--- src/rtl/core/tcw_pkg.sv ---
// Shared types and constants for the text console writer.
// No dependencies; every module of the block imports this package.
package tcw_pkg;

    localparam int COLUMNS = 80;
    localparam int ROWS    = 25;
    localparam int CELLS   = COLUMNS * ROWS;

    localparam int REQ_W  = 3;
    localparam int CHAR_W = 8;
    localparam int COL_W  = 7;
    localparam int ROW_W  = 5;
    localparam int ADDR_W = 11;
    localparam int CELL_W = 16;

    localparam logic [CELL_W-1:0] BLANK_CELL  = 16'h0720;
    localparam logic [CHAR_W-1:0] RESET_COLOR = 8'h07;
    localparam logic [CHAR_W-1:0] NL_CODE     = 8'd10;
    localparam logic [CHAR_W-1:0] CR_CODE     = 8'd13;

    // request codes as seen on the input channel
    localparam logic [REQ_W-1:0] REQ_PUT_CHAR   = 3'd0;
    localparam logic [REQ_W-1:0] REQ_PUT_AT     = 3'd1;
    localparam logic [REQ_W-1:0] REQ_READ       = 3'd2;
    localparam logic [REQ_W-1:0] REQ_CLEAR      = 3'd3;
    localparam logic [REQ_W-1:0] REQ_SET_CURSOR = 3'd4;

    // configuration port
    localparam int               PADDR_W        = 3;
    localparam logic             REG_TEXT_COLOR = 1'b0;

    // command queue between front and back
    localparam int QDEPTH = 2;
    localparam int QPTR_W = 1;

    typedef enum logic [2:0] {
        OP_NOP,
        OP_PUT_CHAR,
        OP_NEWLINE,
        OP_RETURN,
        OP_WRITE_AT,
        OP_READ,
        OP_CLEAR,
        OP_SET_CURSOR
    } op_t;

    typedef struct packed {
        logic [REQ_W-1:0]  req_type;
        logic [CHAR_W-1:0] char_code;
        logic [COL_W-1:0]  column;
        logic [ROW_W-1:0]  row;
        logic [ADDR_W-1:0] position;
    } req_t;

    typedef struct packed {
        logic [CHAR_W-1:0] cell_char;
        logic [CHAR_W-1:0] cell_attr;
        logic [ADDR_W-1:0] cursor_pos;
        logic              scrolled;
    } rsp_t;

    typedef struct packed {
        op_t               op;
        logic [ADDR_W-1:0] addr;
        logic [CELL_W-1:0] cell_data;
    } cmd_t;

endpackage

--- src/rtl/core/tcw_front.sv ---
// Front end: accepts requests, checks ranges and turns them into commands.
// Depends on tcw_pkg; feeds tcw_queue.
module tcw_front import tcw_pkg::*;
(
    input  logic              req_valid,
    output logic              req_stall,
    input  req_t              req,
    input  logic [CHAR_W-1:0] text_color,
    input  logic              init_busy,
    input  logic              q_full,
    output logic              push,
    output cmd_t              push_cmd
);

    localparam int PROD_W = COL_W + ROW_W;

    logic [PROD_W-1:0] at_lin;

    assign req_stall = q_full || init_busy;
    assign push      = req_valid && !req_stall;

    always_comb
    begin
        at_lin = PROD_W'(req.row) * PROD_W'(COLUMNS) + PROD_W'(req.column);
        push_cmd.op        = OP_NOP;
        push_cmd.addr      = '0;
        push_cmd.cell_data = {text_color, req.char_code};
        case (req.req_type)
            REQ_PUT_CHAR:
            begin
                if (req.char_code == NL_CODE)
                begin
                    push_cmd.op = OP_NEWLINE;
                end
                else if (req.char_code == CR_CODE)
                begin
                    push_cmd.op = OP_RETURN;
                end
                else
                begin
                    push_cmd.op = OP_PUT_CHAR;
                end
            end
            REQ_PUT_AT:
            begin
                // off-grid targets are dropped
                if (int'(req.column) < COLUMNS && int'(req.row) < ROWS)
                begin
                    push_cmd.op   = OP_WRITE_AT;
                    push_cmd.addr = at_lin[ADDR_W-1:0];
                end
            end
            REQ_READ:
            begin
                if (int'(req.position) < CELLS)
                begin
                    push_cmd.op   = OP_READ;
                    push_cmd.addr = req.position;
                end
            end
            REQ_CLEAR:
            begin
                push_cmd.op = OP_CLEAR;
            end
            REQ_SET_CURSOR:
            begin
                push_cmd.op   = OP_SET_CURSOR;
                push_cmd.addr = (int'(req.position) < CELLS) ? req.position
                                                              : ADDR_W'(CELLS - 1);
            end
            default:
            begin
                push_cmd.op = OP_NOP;
            end
        endcase
    end

endmodule

--- config.mk ---
export PLATFORM = sky130hd
export DESIGN_NAME = tcw_front
export DESIGN_NICKNAME = d
export VERILOG_FILES = /design/src/rtl/core/tcw_pkg.sv /design/src/rtl/core/tcw_front.sv
export SDC_FILE = /design/constraint.sdc
export NUM_CORES = 1
export LEC_CHECK = 0
export BUFFER_PORTS_ARGS = -buffer_cell sky130_fd_sc_hd__buf_2
export CORE_ASPECT_RATIO = 0.7
export CORE_MARGIN = 1.5
export CORE_UTILIZATION = 30
export DETAILED_ROUTE_END_ITERATION = 10
export PLACE_DENSITY = 0.73
export SETUP_SLACK_MARGIN = 0.4
export SYNTH_ARGS = -nofsm -noshare
export SYNTH_HDL_FRONTEND = slang
export SYNTH_SLANG_ARGS = --single-unit
--- constraint.sdc ---
create_clock -name vclk -period 3.6
set_input_delay 0.36 -clock vclk [all_inputs]
set_output_delay 0.36 -clock vclk [all_outputs]
set_load 0.01 [all_outputs]
Word level (Yosys, flattened, before mapping)

Index checks and enable logic that the tools add are counted.
W data, S select, Z words.

Output and inout port bits: 32
Bits in writable memories: 0
Memories: 0
Memory bits (read-only): 0
Flip-flop bits (word level): 0
Logic and storage cells: 23
Latch bits: 0

Bitwise operators: 0
Shift-type cells: 0
Magnitude comparators: 3
Equality and inequality tests: 6
Divide/modulo/power cells: 0
Multiply operators: 1
Add/subtract/negate cells: 1
Reductions and logical operators: 5
Mux-type cells: 7

Operator list:

| kind                   | number |
|---|---|
| $pmux W11 S3           | 1 |
| $mux W14               | 2 |
| $eq A8 B4 Y1 const B   | 2 |
| $pmux W3 S5            | 1 |
| $add A11 B7 Y11        | 1 |
| $lt A11 B11 Y1 const B | 1 |
| $mux W11               | 1 |
| $lt A7 B7 Y1 const B   | 1 |
| $mul A5 B3 Y7 const B  | 1 |
| $eq A3 B2 Y1 const B   | 2 |
| $lt A5 B5 Y1 const B   | 1 |
| $mux W2                | 2 |
| $eq A3 B1 Y1 const B   | 1 |
| $eq A3 B3 Y1 const B   | 1 |
| $logic_not A3 Y1       | 1 |
| $logic_and A1 B1 Y1    | 2 |
| $logic_not A1 Y1       | 1 |
| $logic_or A1 B1 Y1     | 1 |

Logic depth before layout (Yosys ltp)

Gate-level depths: netlist of the first run.

Word-level depth: 4
Mapped depth: 9

Least setup slack after synthesis of the first run

No wires, ideal clock.

Path type: input to output
From: input req[12] (netlist name)
To: output push_cmd[26] (netlist name)
Stages: 9
Setup slack: 1.181 ns
Arrival time: 2.059 ns
Cell sequence: ha_1 -> ha_1 -> inv_1 -> fa_1 -> xnor2_1 -> o2111ai_1 -> xnor2_1 -> xnor2_1 -> a22o_1

RTL lines:

| item        | RTL line        | RTL |
|---|---|---|
| from (decl) | tcw_front.sv:7  | `input req_t req,` |
| to (decl)   | tcw_front.sv:12 | `output cmd_t push_cmd` |

==> summary.txt, run 1 <==
Critical path
  • Critical Path AT: 2.41 ns
  • Max stage delay on crit path: approximately 0.38 ns
  • Critical path cell sequence: buf_2, ha_1, ha_1, inv_1, fa_1, xnor2_1, o2111ai_1, xnor2_1, xnor2_1, a22o_1, buf_2
  • Most used cell, CP: xnor2_1
  • Max stage delay cell, worst path: fa_1
  • Crit end category: primary output
  • Worst setup SP type: primary input
  • Worst setup path start: req[12]
  • CP Class: primary input to primary output
  • Worst EP required: 3.24 ns
  • Crit Path Max Fanout: 4

GRT
  • Initial antenna violation count: 0
  • Largest net degree at the start of global routing: 12
  • GRT Util Overall: 12.9%
  • Overflow after GRT: 0
  • Vias in the first global route: around 740
  • First-pass GRT wire length: 3.04 mm

Logic synthesis
  • Yosys warns: 0
  • Post-synthesis sequential area ratio: 0%
  • Post-synthesis cell area: roughly 750 um2
  • Count leader, synth: buf_4
  • Synth top cells by count: buf_4 (16), ha_1 (9), inv_1 (9)
  • Post-synth top area share: between 10% and 20%
  • Yosys top cell by area: buf_4
  • Post-synth cell types: 33
  • Mapped Cells: a little under 100
  • Post-Syn Area per Cell: approximately 7.6 um2
  • Net count of the mapped netlist: roughly 150
  • Synth top area cells: buf_4 (16%), ha_1 (15%), xnor2_1 (8.2%)

STA
  • Final-report hold violation count: 0
  • Final Setup Violations: 0
  • Actual slew at the worst max-slew pin: 0.324 ns
  • Final min period: roughly 2.8 ns
  • Max-slew violations: 0
  • Max_slew headroom: 78.1%
  • RSZ-0062 raised after global routing: no
  • Post-route clock period utilization: just under 80%
  • Fmax: 362 MHz
  • Setup TNS: 0 ns

Place
  • Post-DP HPWL: ~1.8 mm
  • GPL Wtd Cong: 0.891
  • Dpl cell area: approximately 960 um2
  • PortBufs: 61

Floorplan
  • Core footprint: roughly 0.0023 mm2
  • Die Y: around 45 um
  • I/O pins: 77
  • Initial Utilization: 33.1%
  • Die width: ~63 um
  • DIE AREA: 0.00281 mm2
  • Row cnt: 14

Routing
  • Top Metal Used: met4
  • Wl on met1: 906 um
  • Starting DRC count in detailed routing: 14
  • Via/cell ratio: roughly 4.6
  • 1st-pass router iterations: 4
  • Post-route ant nets: 0
  • Routed length on met3: around 110 um
  • Drt drc: 0
  • Drt wl/cell: roughly 11 um
  • Vias: 800
  • Final WL: 1.97 mm
  • Met2 wire len: around 940 um

Final layout
  • Seq Cell Count: 0
  • Share of layout cells above drive strength 1: between 50% and 60%
  • Diodes inserted: 0
  • Final instance area: slightly below 0.001 mm2
  • Area growth from synthesis to layout: 28.6%
  • Fin nets: 200
  • Reg area: 0 um2
  • Clkbuf count: 0

Clock tree
  • Post-CTS sizing: 0
  • Hold buffer count at CTS: 0
  • Setup bufs post-CTS: 0

Run
  • Max_cap viols: 0

Worst hold path
  • Worst hold-check path type: primary input to primary output
  • Worst hold start: text_color[5]

Pwr
  • Largest vdd supply drop: 0.0000382 V
  • Final Power: roughly 130 uW
  • Leakage: between 0.5 and 0.6 nW
  • Pwr/cell area: ~140 mW/mm2

Run status
  • Status: finished, final reports clean
-- report_power, final --
| part | total [mW] | internal, mW | switching (mW) |
|---|---|---|---|
| Combinational | 0.134 | 0.0652 | 0.0686 |
| Sequential | 0 | 0 | 0 |
| Clock | 0 | 0 | 0 |
-- worst max-delay path: cells and delay by family --
family          cells  cell delay, ns
compound gates      2            0.37
buf+inv             3            0.30
xor+xnor            3            0.54
fa+ha+maj           3            0.82
-- metrics by stage --
step / util (%) / worst slack (ns) / instances / hold WS, ns
6_report: 42.6 / 0.834 / 174 / 0.720
3_5_place_dp: 42.6 / 0.845 / 174 / 0.720
2_1_floorplan: - / 1.18 / 98 / 0.807
4_1_cts: 42.6 / 0.846 / 174 / 0.720
3_3_place_gp: 42.6 / 0.909 / 174 / 0.720
5_1_grt: 42.6 / 0.691 / 174 / 0.720
-- cell type report --
class / instances / area [um2]
inverters: 9 / 33.8
well taps: 32 / 40.0
repair buffers: 61 / 305
fillers: 252 / 1300
multi-input cells: 72 / 583
-- logic make-up (layout without fill, tap and decap cells) --
logic type      count (synthesis)  after routing  share of synthesized area, %
compound gates                 25             25                          27.6
buf+inv                        26             70                          22.1
fa+ha+maj                      11             11                          20.4
simple gates                   28             28                          20.6
xor+xnor                        8              8                          9.36
-- layout by cell type (no fill, tap or decap), drive strengths merged --
cell	n
or2b	1
xor2	1
nand3b	2
nor3	1
nor2b	1
o311ai	1
o2111ai	1
or2	1
a21oi	4
o21ai	8
o41ai	1
nor3b	1
ha	9
nor4	1
nand4	1
a22o	6
nand3	1
fa	2
buf	61
a21o	3
o31ai	1
xnor2	7
inv	9
and4	1
nor2	9
or3b	2
nand2	6
-- final timing paths --
kind / cells past startpoint / slack [ns] / to
worst max-delay path: 11 / 0.83 / push_cmd[26]
worst min-delay path: 0 / 0.72 / push_cmd[13]
-- metal layers --
layer	up-vias	global-route usage, %
met2	28	24.3
li1	423	-
met3	2	1.75
met1	347	17.0
met5	-	0
met4	0	0.889
(Power assumes the default switching activity.)
==> inputs of run 2 (changes only) <==
--- a/config.mk
+++ b/config.mk
@@ -10,7 +10,7 @@
 export CORE_MARGIN = 1.5
 export CORE_UTILIZATION = 30
 export DETAILED_ROUTE_END_ITERATION = 10
-export PLACE_DENSITY = 0.73
+export PLACE_DENSITY = 0.76
 export SETUP_SLACK_MARGIN = 0.4
 export SYNTH_ARGS = -nofsm -noshare
 export SYNTH_HDL_FRONTEND = slang
==> constraint.sdc (replaced) <==
create_clock -name vclk -period 2.2
set_input_delay 0.22 -clock vclk [all_inputs]
set_output_delay 0.22 -clock vclk [all_outputs]
set_load 0.01 [all_outputs]
==> summary.txt, run 2 (synthesis results as in run 1) <==
Floorplan
  • Initial Utilization: around a third
  • Core footprint: between 0.002 and 0.0025 mm2
  • I/O pins: a little under 80
  • Die width: approximately 63 um
  • Die Y: between 40 and 50 um
  • DIE AREA: around 0.0028 mm2
  • Row cnt: 14

STA
  • Final Setup Violations: 1
  • Fmax: 448 MHz
  • Setup slack after layout: -0.0332 ns
  • Final-report hold violation count: 0
  • Post-route clock period utilization: 102%
  • Final min period: ~2.2 ns
  • Max_slew headroom: ~75%
  • Hold WS: approximately 0.44 ns
  • Actual slew at the worst max-slew pin: roughly 0.37 ns
  • RSZ-0062 raised after global routing: yes
  • Max-slew violations: 0

Final layout
  • Clkbuf count: 0
  • Diodes inserted: 0
  • Most frequent cells in the layout: buf_2 (59), nor2_1 (8), buf_4 (8)
  • Reg area: 0 um2
  • Fin nets: 210
  • Post-Route Utilization: around 53%
  • Total of fill cells in the finished design: around 210
  • Multi-input logic area: a little over 700 um2
  • Area growth from synthesis to layout: 60.0%
  • Seq Cell Count: 0
  • Most common cell after layout, fill and taps aside: buf_2
  • Share of layout cells above drive strength 1: 66.4%

Critical path
  • Worst EP required: roughly 2 ns
  • Crit end category: primary output
  • Crit Path Max Fanout: 2
  • WP buf/inv: 4
  • CP delay by family, top: adder cells
  • Worst setup SP type: primary input
  • Max stage delay on crit path: ~0.46 ns
  • CP Class: primary input to primary output
  • Critical path cell sequence: buf_8, ha_4, ha_4, inv_2, fa_2, inv_2, o2111ai_2, xnor2_1, xnor2_1, a22o_1, buf_2
  • Max stage delay cell, worst path: fa_2
  • Critical Path AT: 2.01 ns

Place
  • Post-DP HPWL: slightly above 2 mm
  • PortBufs: between 60 and 70
  • GPL Wtd Cong: between 0.8 and 0.9

Routing
  • Starting DRC count in detailed routing: 19
  • Via/cell ratio: slightly below 5
  • Drt wl/cell: 13.4 um
  • 1st-pass router iterations: 4
  • Post-route ant nets: 0
  • Drt drc: 0
  • Vias: between 800 and 900
  • Final WL: 2.47 mm

Run
  • Max_cap viols: 0

GRT
  • Overflow after GRT: 0
  • GRT Util Overall: ~15%
  • First-pass GRT wire length: about 3.4 mm
  • Initial antenna violation count: 0
  • Largest net degree at the start of global routing: 11
  • Vias in the first global route: just over 800

Run status
  • Status: finished with violations
  • Failing checks: setup timing

Pwr
  • Pwr/cell area: 265 mW/mm2
  • Largest vdd supply drop: 0.0000742 V
  • Leakage: 0.599 nW

Worst hold path
  • Worst hold-check path type: primary input to primary output
[run 2: per-stage QoR]
| step | std cells | power (mW) | worst slack (ns) | area, um2 | setup TNS (ns) |
|---|---|---|---|---|---|
| 2_1_floorplan | 98 | 0.170 | 0.200 | 790 | 0 |
| 3_3_place_gp | 181 | 0.247 | -0.0115 | 1060 | -0.0115 |
| 3_5_place_dp | 181 | 0.255 | -0.0674 | 1060 | -0.0677 |
| 4_1_cts | 182 | 0.267 | -0.0265 | 1090 | -0.0265 |
| 5_1_grt | 184 | 0.344 | -0.159 | 1200 | -0.244 |
| 6_report | 184 | 0.318 | -0.0332 | 1200 | -0.0332 |
[run 2: cell type report]
type	instances	area share, %
multi-input combinational	72	60.1
timing repair buffer	71	33.8
tap	32	3.34
inverter	9	2.82
[run 2: path summary, 6_finish.rpt]
| path | start | end | depth (start not counted) |
|---|---|---|---|
| max | req[12] | push_cmd[26] | 11 |
| min | text_color[2] | push_cmd[10] | 0 |
[run 2: repair_timing]
action	CTS	global route
cloned	0	0
gates resized for setup	6	16
pin swaps	5	6
endpoints found under the setup margin	4	8
hold buffers	0	0
setup buffers	1	2
[run 2: where the power goes]
group / internal (mW) / switching (mW) / leakage [nW]
sequential: 0 / 0 / 0
clock: 0 / 0 / 0
combinational: 0.172 / 0.146 / 0.599
total: 0.172 / 0.146 / 0.599
[run 2: metal layers]
layer  vias up  track usage, %  part of all wire [%]
met5         -               0                     0
met4         0            3.11                  0.69
met3         2            2.74                   7.4
met2        42            29.0                    53
met1       402            16.8                    39
li1        441               -                     -
