--- src/rtl/core/tcw_pkg.sv ---
// Shared types and constants for the text console writer.
// No dependencies; every module of the block imports this package.
package tcw_pkg;

    localparam int COLUMNS = 80;
    localparam int ROWS    = 25;
    localparam int CELLS   = COLUMNS * ROWS;

    localparam int REQ_W  = 3;
    localparam int CHAR_W = 8;
    localparam int COL_W  = 7;
    localparam int ROW_W  = 5;
    localparam int ADDR_W = 11;
    localparam int CELL_W = 16;

    localparam logic [CELL_W-1:0] BLANK_CELL  = 16'h0720;
    localparam logic [CHAR_W-1:0] RESET_COLOR = 8'h07;
    localparam logic [CHAR_W-1:0] NL_CODE     = 8'd10;
    localparam logic [CHAR_W-1:0] CR_CODE     = 8'd13;

    // request codes as seen on the input channel
    localparam logic [REQ_W-1:0] REQ_PUT_CHAR   = 3'd0;
    localparam logic [REQ_W-1:0] REQ_PUT_AT     = 3'd1;
    localparam logic [REQ_W-1:0] REQ_READ       = 3'd2;
    localparam logic [REQ_W-1:0] REQ_CLEAR      = 3'd3;
    localparam logic [REQ_W-1:0] REQ_SET_CURSOR = 3'd4;

    // configuration port
    localparam int               PADDR_W        = 3;
    localparam logic             REG_TEXT_COLOR = 1'b0;

    // command queue between front and back
    localparam int QDEPTH = 2;
    localparam int QPTR_W = 1;

    typedef enum logic [2:0] {
        OP_NOP,
        OP_PUT_CHAR,
        OP_NEWLINE,
        OP_RETURN,
        OP_WRITE_AT,
        OP_READ,
        OP_CLEAR,
        OP_SET_CURSOR
    } op_t;

    typedef struct packed {
        logic [REQ_W-1:0]  req_type;
        logic [CHAR_W-1:0] char_code;
        logic [COL_W-1:0]  column;
        logic [ROW_W-1:0]  row;
        logic [ADDR_W-1:0] position;
    } req_t;

    typedef struct packed {
        logic [CHAR_W-1:0] cell_char;
        logic [CHAR_W-1:0] cell_attr;
        logic [ADDR_W-1:0] cursor_pos;
        logic              scrolled;
    } rsp_t;

    typedef struct packed {
        op_t               op;
        logic [ADDR_W-1:0] addr;
        logic [CELL_W-1:0] cell_data;
    } cmd_t;

endpackage

--- src/rtl/core/tcw_queue.sv ---
// Short command queue decoupling the front end from the screen engine.
// Depends on tcw_pkg.
module tcw_queue import tcw_pkg::*;
(
    input  logic clk,
    input  logic rst_n,
    input  logic push,
    input  cmd_t push_cmd,
    output logic full,
    input  logic pop,
    output logic q_valid,
    output cmd_t q_cmd
);

    cmd_t              entries [QDEPTH];
    logic [QPTR_W-1:0] wr_ptr_reg;
    logic [QPTR_W-1:0] wr_ptr_next;
    logic [QPTR_W-1:0] rd_ptr_reg;
    logic [QPTR_W-1:0] rd_ptr_next;
    logic [QPTR_W:0]   count_reg;
    logic [QPTR_W:0]   count_next;

    assign full    = (count_reg == (QPTR_W+1)'(QDEPTH));
    assign q_valid = (count_reg != '0);
    assign q_cmd   = entries[rd_ptr_reg];

    always_comb
    begin
        wr_ptr_next = push ? wr_ptr_reg + 1'b1 : wr_ptr_reg;
        rd_ptr_next = pop ? rd_ptr_reg + 1'b1 : rd_ptr_reg;
        count_next  = count_reg;
        if (push && !pop)
        begin
            count_next = count_reg + 1'b1;
        end
        else if (pop && !push)
        begin
            count_next = count_reg - 1'b1;
        end
    end

    always_ff @(posedge clk)
    begin
        if (push)
        begin
            entries[wr_ptr_reg] <= push_cmd;
        end
    end

    always_ff @(posedge clk or negedge rst_n)
    begin
        if (!rst_n)
        begin
            wr_ptr_reg <= '0;
            rd_ptr_reg <= '0;
            count_reg  <= '0;
        end
        else
        begin
            wr_ptr_reg <= wr_ptr_next;
            rd_ptr_reg <= rd_ptr_next;
            count_reg  <= count_next;
        end
    end

endmodule

--- config.mk ---
export PLATFORM = sky130hd
export DESIGN_NAME = tcw_queue
export DESIGN_NICKNAME = d
export VERILOG_FILES = /design/src/rtl/core/tcw_pkg.sv /design/src/rtl/core/tcw_queue.sv
export SDC_FILE = /design/constraint.sdc
export NUM_CORES = 1
export LEC_CHECK = 0
export CORE_ASPECT_RATIO = 0.6
export CORE_MARGIN = 2
export CORE_UTILIZATION = 50
export CTS_CLUSTER_SIZE = 24
export DETAILED_ROUTE_END_ITERATION = 8
export DONT_BUFFER_PORTS = 1
export GPL_ROUTABILITY_DRIVEN = 0
export GPL_TIMING_DRIVEN = 0
export MAX_ROUTING_LAYER = met4
export SKIP_CTS_REPAIR_TIMING = 1
export SYNTH_ARGS = -nofsm -noshare
export SYNTH_HDL_FRONTEND = slang
export SYNTH_SLANG_ARGS = --single-unit
--- constraint.sdc ---
create_clock -name clk -period 3.1 [get_ports clk]
set_input_delay 0.465 -clock clk [delete_from_list [all_inputs] [get_ports clk]]
set_output_delay 0.465 -clock clk [all_outputs]
set_load 0.1 [all_outputs]
Word-level counts from Yosys, hierarchy flattened --
Memory sizes are Yosys's and may differ from the RTL's. Cells that the tools add are included.
Storage, ports and cells: output and inout port bits 32, register bits after elaboration 4, latch bits 0, bits of input ports 34, memories kept 1, bits in writable memories 60, ROM bits 0, logic and storage cells 19
Operators by class: bitwise logic cells 0, shift operators 0, multiply operators 0, reductions and logical operators 6, add/subtract/negate cells 4, multiplexer cells 4, $lt $le $gt $ge 0, div/mod/pow operators 0, equal/unequal tests 1
Memories:
- entries | words 2, bits a word 30, rd ports 1, clocked after memory_dff 0, wr ports 1, line tcw_queue.sv:15 | cmd_t entries [QDEPTH];
Operators with widths (count):
- $mux W2 | 2
- $reduce_bool A2 Y1 | 2
- $add A1 B1 Y1 const B | 2
- $add A2 B1 Y2 const B | 1
- $eq A2 B2 Y1 const B | 1
- $logic_and A1 B1 Y1 | 2
- $logic_not A1 Y1 | 2
- $mux W1 | 2
- $sub A2 B1 Y2 const B | 1

Longest topological paths before layout --
Gate-level depths: netlist (run 1).
depth after elaboration 4, depth in mapped cells 5, depth with buffers taken out 5

Least setup slack after synthesis (run 1) --
Ideal clock, no wire load.
path type input -> register, start point input push, end point memory entries[0][0] (netlist bit) (enable), data required time 2.679 ns, setup slack 0.852 ns, arrival 1.827 ns, path buffers 0, stages 1, library setup time 0.421 ns, path through nor2b_1
Between the ends: word-level cells in the longest chain between the ends 2
RTL lines:
- start, declared | line tcw_queue.sv:7 | input logic push,
- $mux W1 | line tcw_queue.sv:44 | if (push)
- $mux W1 (not written as such) | line tcw_queue.sv:46 | entries[wr_ptr_reg] <= push_cmd;
- end, declared | line tcw_queue.sv:15
No other way between the ends.

Worst setup path after layout (run 1) --
start point register count_reg[0], end point output full
Between the ends: word-level cells in the longest chain between the ends 1
RTL lines:
- start, declared | line tcw_queue.sv:20 | logic [QPTR_W:0] count_reg;
- start signal, assigned | line tcw_queue.sv:62 | count_reg <= count_next;
- $eq A2 B2 Y1 | line tcw_queue.sv:23 | assign full = (count_reg == (QPTR_W+1)'(QDEPTH));
- end, declared | line tcw_queue.sv:9 | output logic full,
No other way between the ends.

==> results of run 1 <==
-- cell usage after synthesis --
master	number
xnor2_1	1
xor2_1	4
dfrtp_1	4
and2_1	1
buf_6	3
ha_1	1
mux2_2	30
nor2b_1	2
edfxtp_1	60
inv_1	1
or2_2	1
nor2_1	1
-- worst max-delay path by stage --
| stage | end | from | slack, ns |
|---|---|---|---|
| 2_1_floorplan | entries[0][0] | push | 0.85 |
| 3_3_place_gp | entries[0][29] | push | 0.22 |
| 3_5_place_dp | entries[1][26] | push | 1.14 |
| 4_1_cts | full | count_reg[0] | 1.01 |
| 5_1_grt | full | count_reg[0] | 0.99 |
| 6_report | full | count_reg[0] | 1.04 |
-- final cells by class --
class | instances | area share
clock inverters | 5 | 0.00957
multi-input cells | 41 | 0.166
inverters | 1 | 0.00144
plain buffers | 3 | 0.0129
repair buffers | 1 | 0.00383
well taps | 63 | 0.0301
clock buffers | 10 | 0.0488
flip-flops and latches | 64 | 0.727
-- cell usage in the layout (no fill, tap or decap) --
cell type | netlist | routed
and2_2 | 0 | 1
buf_6 | 3 | 3
clkbuf_1 | 0 | 1
clkbuf_8 | 0 | 9
clkinv_1 | 0 | 2
clkinv_2 | 0 | 2
clkinvlp_4 | 0 | 1
dfrtp_1 | 4 | 4
dlygate4sd3_1 | 0 | 1
edfxtp_1 | 60 | 60
ha_1 | 1 | 1
inv_1 | 1 | 1
mux2_2 | 30 | 30
nor2_1 | 1 | 1
nor2b_2 | 0 | 1
nor2b_4 | 0 | 1
or2_2 | 1 | 1
xnor2_1 | 1 | 1
xor2_1 | 4 | 4
-- cell families after synthesis --
| family | Yosys count | share of synthesized area |
|---|---|---|
| xor gates and xnor gates | 5 | 0.0185 |
| buffers and inverters | 4 | 0.0159 |
| muxes | 30 | 0.143 |
| adders and majority gates | 1 | 0.00530 |
| DFF | 64 | 0.805 |
| and+or+nand+nor | 5 | 0.0122 |
-- routing by layer --
metal / vias to the layer above / wire length [um] / track usage
met3: 3 / 363 / 0.0964
li1: 443 / - / -
met5: - / 0 / -
met1: 470 / 1290 / 0.153
met4: 0 / 31 / 0.101
met2: 43 / 1780 / 0.218
-- metrics by stage --
stage | area, sq um | util | instances
after floorplan | 2360 | - | 109
after detailed placement | 2450 | 0.537 | 172
after CTS | 2600 | 0.570 | 187
after global routing | 2620 | 0.573 | 188
after global placement | 2440 | 0.535 | 172
final | 2620 | 0.573 | 188
==> flow_metrics.env, run 1 <==
export IMPL_place_hpwl_um=2240
export IMPL_cts_sinks=64
export IMPL_r2r_start="wr_ptr_reg"
export IMPL_area_delta_synth_final_pct=10.7
export IMPL_nets=156
export IMPL_cpPeakStageDelay_ns=0.84
export IMPL_syn_area_per_cell_sq_um=21.7
export IMPL_ys_seq_elements=64
export IMPL_gr_total_overflow=0
export IMPL_rsz0062_at_grt="false"
export IMPL_cpMaxStageDelayCell="nor2b_2"
export IMPL_worstSetupPathType="register to primary output"
export IMPL_cp_num_buf_inv=0
export IMPL_multiInputGateArea_sq_um=434
export IMPL_yosys_area_top_type_share=0.763
export IMPL_yosysSeqAreaShare=0.805
export IMPL_status="complete, no violations"
export IMPL_wirelength_um=3460
export IMPL_synthesis_nets=144
export IMPL_worst_slew_pin_slew_ns=1.06
export IMPL_finalCriticalPeriod_ns=2.06
export IMPL_finClkSkew_ns=0.00494
export IMPL_ant_nets=0
export IMPL_setup_violations=0
export IMPL_grt_pass1_wl_um=5220
export IMPL_hp_start="pop"
export IMPL_crit_chain="nor2b_2"
export IMPL_seqCellArea_sq_um=1900
export IMPL_io_pins=66
export IMPL_synth_cell_types=12
export IMPL_core_area_sq_um=4560
export IMPL_grt_pass1_vias=1020
export IMPL_cpLargestDelayFamily="simple AND/OR/NAND/NOR gates"
export IMPL_critPathArrivalTime_ns=1.59
export IMPL_port_buffers=0
export IMPL_drcViolationCount=0
export IMPL_cp_start_kind="register"
export IMPL_holdPathEnd="rd_ptr_reg"
export IMPL_required_ns=2.63
export IMPL_drt_iter0_markers=22
export IMPL_htreeDepth=3
export IMPL_grt_max_degree=31
export IMPL_crit_path_end_kind="primary output"
export IMPL_ys_warn_count=0
export IMPL_clockRootBuffer="clkbuf_8"
export IMPL_report_final_slew_viol_count=0
export IMPL_rr_endpoint="entries[0][17]"
export IMPL_first_pass_iters=4
export IMPL_grt_use_total=0.151
export IMPL_tritoncts="yes"
export IMPL_drive_gt1_frac=0.392
export IMPL_synth_area_sq_um=2360
export IMPL_period_share=0.663
export IMPL_vias_per_cell=5.10
export IMPL_wire_per_inst_um=18.4
export IMPL_num_rows=19
export IMPL_fillers=356
export IMPL_reg2regPathDepth=1
export IMPL_fin_hold_ws_ns=0.219
export IMPL_cts_inserted_buffers=9
export IMPL_worstPathMaxFanout=4
export IMPL_synthCells=109
export IMPL_antenna_found_initial=0
export IMPL_largest_reg_flops=60
export IMPL_place_ws_ns=1.14
export IMPL_reg2reg_setup_slack_ns=1.59
export IMPL_clk_latency_ns=0.33
export IMPL_relSlewSlack=0.292
export IMPL_die_height_um=57.2
export IMPL_start_util=0.518
export IMPL_max_freq_mhz=486
export IMPL_die_area_sq_um=5310
export IMPL_die_w_um=92.7
export IMPL_cts_buffer_depth=2
export IMPL_whs_path_depth=1
export IMPL_fin_ws_ns=1.04
export IMPL_maxCapViolCount=0
export IMPL_yosys_area_top_type="edfxtp_1"
export IMPL_synthTopCellsByArea="edfxtp_1 (76%), mux2_2 (14%), dfrtp_1 (4.2%)"
export IMPL_hold_violations=0
export IMPL_num_antenna_cells=0
export IMPL_tns_ns=0
export IMPL_worstHoldPathType="primary input to register"
export IMPL_clk_pin_slew_ns=0.06
export IMPL_path_depth=1
export IMPL_num_vias=959
Power of run 1 is not shown: default switching activity piles up to over one toggle a cycle in this logic, so the estimate is an artifact.
==> run 2, diff against run 1 <==
- clock period: 3.1 -> 1.9 ns (I/O delays scaled with it)
==> flow_metrics.env, run 2 (synthesized netlist as in run 1, its figures left out) <==
export IMPL_cts_buffer_depth=2
export IMPL_rr_endpoint="entries[0][7]"
export IMPL_grt_pass1_wl_um=5090
export IMPL_cpPeakStageDelay_ns=0.57
export IMPL_cp_start_kind="register"
export IMPL_crit_path_end_kind="primary output"
export IMPL_maxCapViolCount=0
export IMPL_cp_num_buf_inv=1
export IMPL_dp_cells=172
export IMPL_rsz0062_at_grt="false"
export IMPL_setup_violations=0
export IMPL_worstHoldPathType="primary input to register"
export IMPL_ant_nets=0
export IMPL_wirelength_um=3340
export IMPL_crit_chain="buf_6, mux2_2"
export IMPL_port_buffers=0
export IMPL_place_hpwl_um=2250
export IMPL_largest_reg_flops=60
export IMPL_fin_hold_ws_ns=0.0436
export IMPL_area_delta_synth_final_pct=12.9
export IMPL_cpLargestDelayFamily="multiplexers"
export IMPL_htreeDepth=3
export IMPL_hold_violations=0
export IMPL_cpMaxStageDelayCell="mux2_2"
export IMPL_fin_util=0.584
export IMPL_holdPathEnd="wr_ptr_reg"
export IMPL_die_w_um=92.7
export IMPL_critPathArrivalTime_ns=1.53
export IMPL_clockRootBuffer="clkbuf_8"
export IMPL_clk_pin_slew_ns=0.06
export IMPL_grt_max_degree=31
export IMPL_grt_pass1_vias=1071
export IMPL_clk_latency_ns=0.32
export IMPL_io_pins=66
export IMPL_vias_per_cell=5.07
export IMPL_drive_gt1_frac=0.392
export IMPL_tritoncts="yes"
export IMPL_start_util=0.518
export IMPL_status="complete, no violations"
export IMPL_tns_ns=0
export IMPL_finalCriticalPeriod_ns=1.81
export IMPL_relSlewSlack=0.422
export IMPL_nets=156
export IMPL_reg2regPathDepth=1
export IMPL_crit_start="rd_ptr_reg"
export IMPL_reg2reg_setup_slack_ns=0.38
export IMPL_worstSetupPathType="register to primary output"
export IMPL_fin_cells=188
export IMPL_num_antenna_cells=0
export IMPL_cts_inserted_buffers=9
export IMPL_drt_iter0_markers=40
export IMPL_whs_path_depth=1
export IMPL_r2r_start="wr_ptr_reg"
export IMPL_final_common_cell="edfxtp_1"
export IMPL_cts_sinks=64
export IMPL_num_rows=19
export IMPL_max_freq_mhz=552
export IMPL_final_cell_mix="edfxtp_1 (60), mux2_2 (30), clkbuf_8 (9), xor2_1 (4), dfrtp_1 (4)"
export IMPL_hp_start="push"
export IMPL_required_ns=1.62
export IMPL_die_height_um=57.2
export IMPL_drcViolationCount=0
export IMPL_num_vias=954
export IMPL_antenna_found_initial=0
export IMPL_worstPathMaxFanout=10
export IMPL_finClkSkew_ns=0.00336
export IMPL_report_final_slew_viol_count=0
export IMPL_period_share=0.954
export IMPL_wire_per_inst_um=17.8
export IMPL_gr_total_overflow=0
export IMPL_die_area_sq_um=5310
export IMPL_grt_use_total=0.142
export IMPL_first_pass_iters=4
export IMPL_core_area_sq_um=4560
export IMPL_worst_slew_pin_slew_ns=0.865
==> run 2: changes by cell type in the layout (fill, tap and decap cells not counted) <==
cell,delta
clkinv_2,-1
nor2b_4,+1
clkinvlp_4,-1
nor2b_2,-1
bufinv_16,+2
==> run 2: how the worst max path moves through the flow <==
stage | cells past startpoint | slack, ns | endpoint
2_1_floorplan | 1 | 0.29 | entries[0][0]
3_3_place_gp | 1 | -0.09 | entries[0][15]
3_5_place_dp | 1 | -0.03 | entries[1][15]
4_1_cts | 1 | -0.04 | entries[1][25]
5_1_grt | 2 | 0.02 | q_cmd[4]
6_report | 2 | 0.09 | q_cmd[0]
==> run 2: metrics by stage <==
step                      worst slack [ns]  cell area [sq um]
after global placement             -0.0860               2450
after floorplan                      0.290               2370
after CTS                          -0.0392               2650
final                               0.0869               2670
after global routing                0.0217               2670
after detailed placement           -0.0342               2450
==> run 2: layout make-up <==
class                   count  area (sq um)
repair buffers              1          10.0
fillers                   354          1900
well taps                  63          78.8
clock inverters             5          72.6
clock buffers              10           128
flip-flops and latches     64          1900
plain buffers               3          33.8
multi-input cells          41           439
inverters                   1          3.75
==> run 2: routing by layer <==
metal | vias to the layer above | track usage | wire [um]
met5 | - | - | 0
met4 | 0 | 0.0504 | 19
met3 | 5 | 0.0978 | 368
met2 | 44 | 0.227 | 1670
met1 | 461 | 0.138 | 1280
li1 | 444 | - | -
Power of run 2 is left out for the same reason.
==> run 3, diff against run 2 <==
- CORE_ASPECT_RATIO: 0.6 -> default
- CTS_CLUSTER_SIZE: 24 -> 40
==> flow_metrics.env, run 3 (synthesized netlist as in run 1, its figures left out) <==
export IMPL_status="complete, no violations"
export IMPL_start_util=0.510
export IMPL_ant_nets=0
export IMPL_io_pins=66
export IMPL_period_share=0.962
export IMPL_die_area_sq_um=5290
export IMPL_final_area_sq_um=2620
export IMPL_wirelength_um=3450
export IMPL_maxCapViolCount=0
export IMPL_die_height_um=72.7
export IMPL_setup_violations=0
export IMPL_worstPathMaxFanout=10
export IMPL_multiInputGateArea_sq_um=450
export IMPL_cts_buffer_depth=2
export IMPL_clk_pin_slew_ns=0.06
export IMPL_worst_slew_pin_slew_ns=0.871
export IMPL_grt_pass1_wl_um=5200
export IMPL_relSlewSlack=0.418
export IMPL_worstHoldPathType="primary input to register"
export IMPL_finalCriticalPeriod_ns=1.83
export IMPL_core_area_sq_um=4630
export IMPL_critPathArrivalTime_ns=1.54
export IMPL_cts_inserted_buffers=9
export IMPL_rsz0062_at_grt="true"
export IMPL_max_freq_mhz=547
export IMPL_required_ns=1.62
export IMPL_drcViolationCount=0
export IMPL_grt_use_total=0.146
export IMPL_htreeDepth=3
export IMPL_first_pass_iters=4
export IMPL_clockRootBuffer="clkbuf_8"
export IMPL_antenna_found_initial=0
export IMPL_final_cell_mix="edfxtp_1 (60), mux2_2 (27), clkbuf_8 (9)"
export IMPL_report_final_slew_viol_count=0
export IMPL_dpl_instance_area_sq_um=2440
export IMPL_drt_iter0_markers=47
export IMPL_cp_start_kind="register"
export IMPL_die_w_um=72.7
export IMPL_num_vias=980
export IMPL_hold_violations=0
export IMPL_tritoncts="yes"
export IMPL_crit_path_end_kind="primary output"
export IMPL_vias_per_cell=5.44
export IMPL_num_antenna_cells=0
export IMPL_nets=156
export IMPL_grt_max_degree=31
export IMPL_finClkSkew_ns=0.00411
export IMPL_clk_latency_ns=0.32
export IMPL_grt_pass1_vias=1061
export IMPL_area_delta_synth_final_pct=11.0
export IMPL_drive_gt1_frac=0.397
export IMPL_port_buffers=0
export IMPL_seqCellArea_sq_um=1900
export IMPL_fin_hold_ws_ns=0.0348
export IMPL_place_hpwl_um=2160
export IMPL_cts_sinks=64
export IMPL_gr_total_overflow=0
export IMPL_largest_reg_flops=60
export IMPL_tns_ns=0
export IMPL_num_rows=25
export IMPL_final_common_cell="edfxtp_1"
export IMPL_fin_util=0.566
export IMPL_wire_per_inst_um=19.2
export IMPL_fillers=360
export IMPL_worstSetupPathType="register to primary output"
## run 3: path summary, 6_finish.rpt
path	startpoint	end	slack, ns	cells past startpoint
max	rd_ptr_reg	q_cmd[25]	0.07	2
min	pop	rd_ptr_reg	0.03	1
min in group asynchronous	rst_n	wr_ptr_reg	0.22	1
min reg2reg	count_reg[1]	count_reg[1]	0.51	1
max in group asynchronous	rst_n	rd_ptr_reg	1.51	1
max reg2reg	wr_ptr_reg	entries[0][24]	0.39	1
## run 3: layout make-up
type	instances	share of cell area
Clock buffer	11	0.0501
Buffer	3	0.0129
Multi-Input combinational cell	41	0.172
Tap cell	54	0.0258
Clock inverter	5	0.00906
Sequential cell	64	0.725
Timing Repair Buffer	1	0.00382
Inverter	1	0.00143
## run 3: stage by stage
stage,instances,setup slack (ns)
after floorplan,109,0.290
after global placement,163,-0.0770
after detailed placement,163,-0.0635
after CTS,179,-0.0801
after global routing,180,-0.0169
final,180,0.0716
## run 3: critical path: stages, from the launching register on
cell,delay (ns)
dfrtp_1,0.45
buf_6,0.19
mux2_2,0.57
## run 3: routing by layer
layer | routed length [um] | track usage | share of wire | vias to the layer above
met5 | 0 | - | 0 | -
met4 | 78 | 0.0926 | 0.023 | 0
met3 | 347 | 0.0829 | 0.10 | 9
met2 | 1750 | 0.220 | 0.51 | 46
met1 | 1270 | 0.146 | 0.37 | 484
li1 | - | - | - | 441
Power of run 3 is left out for the same reason.
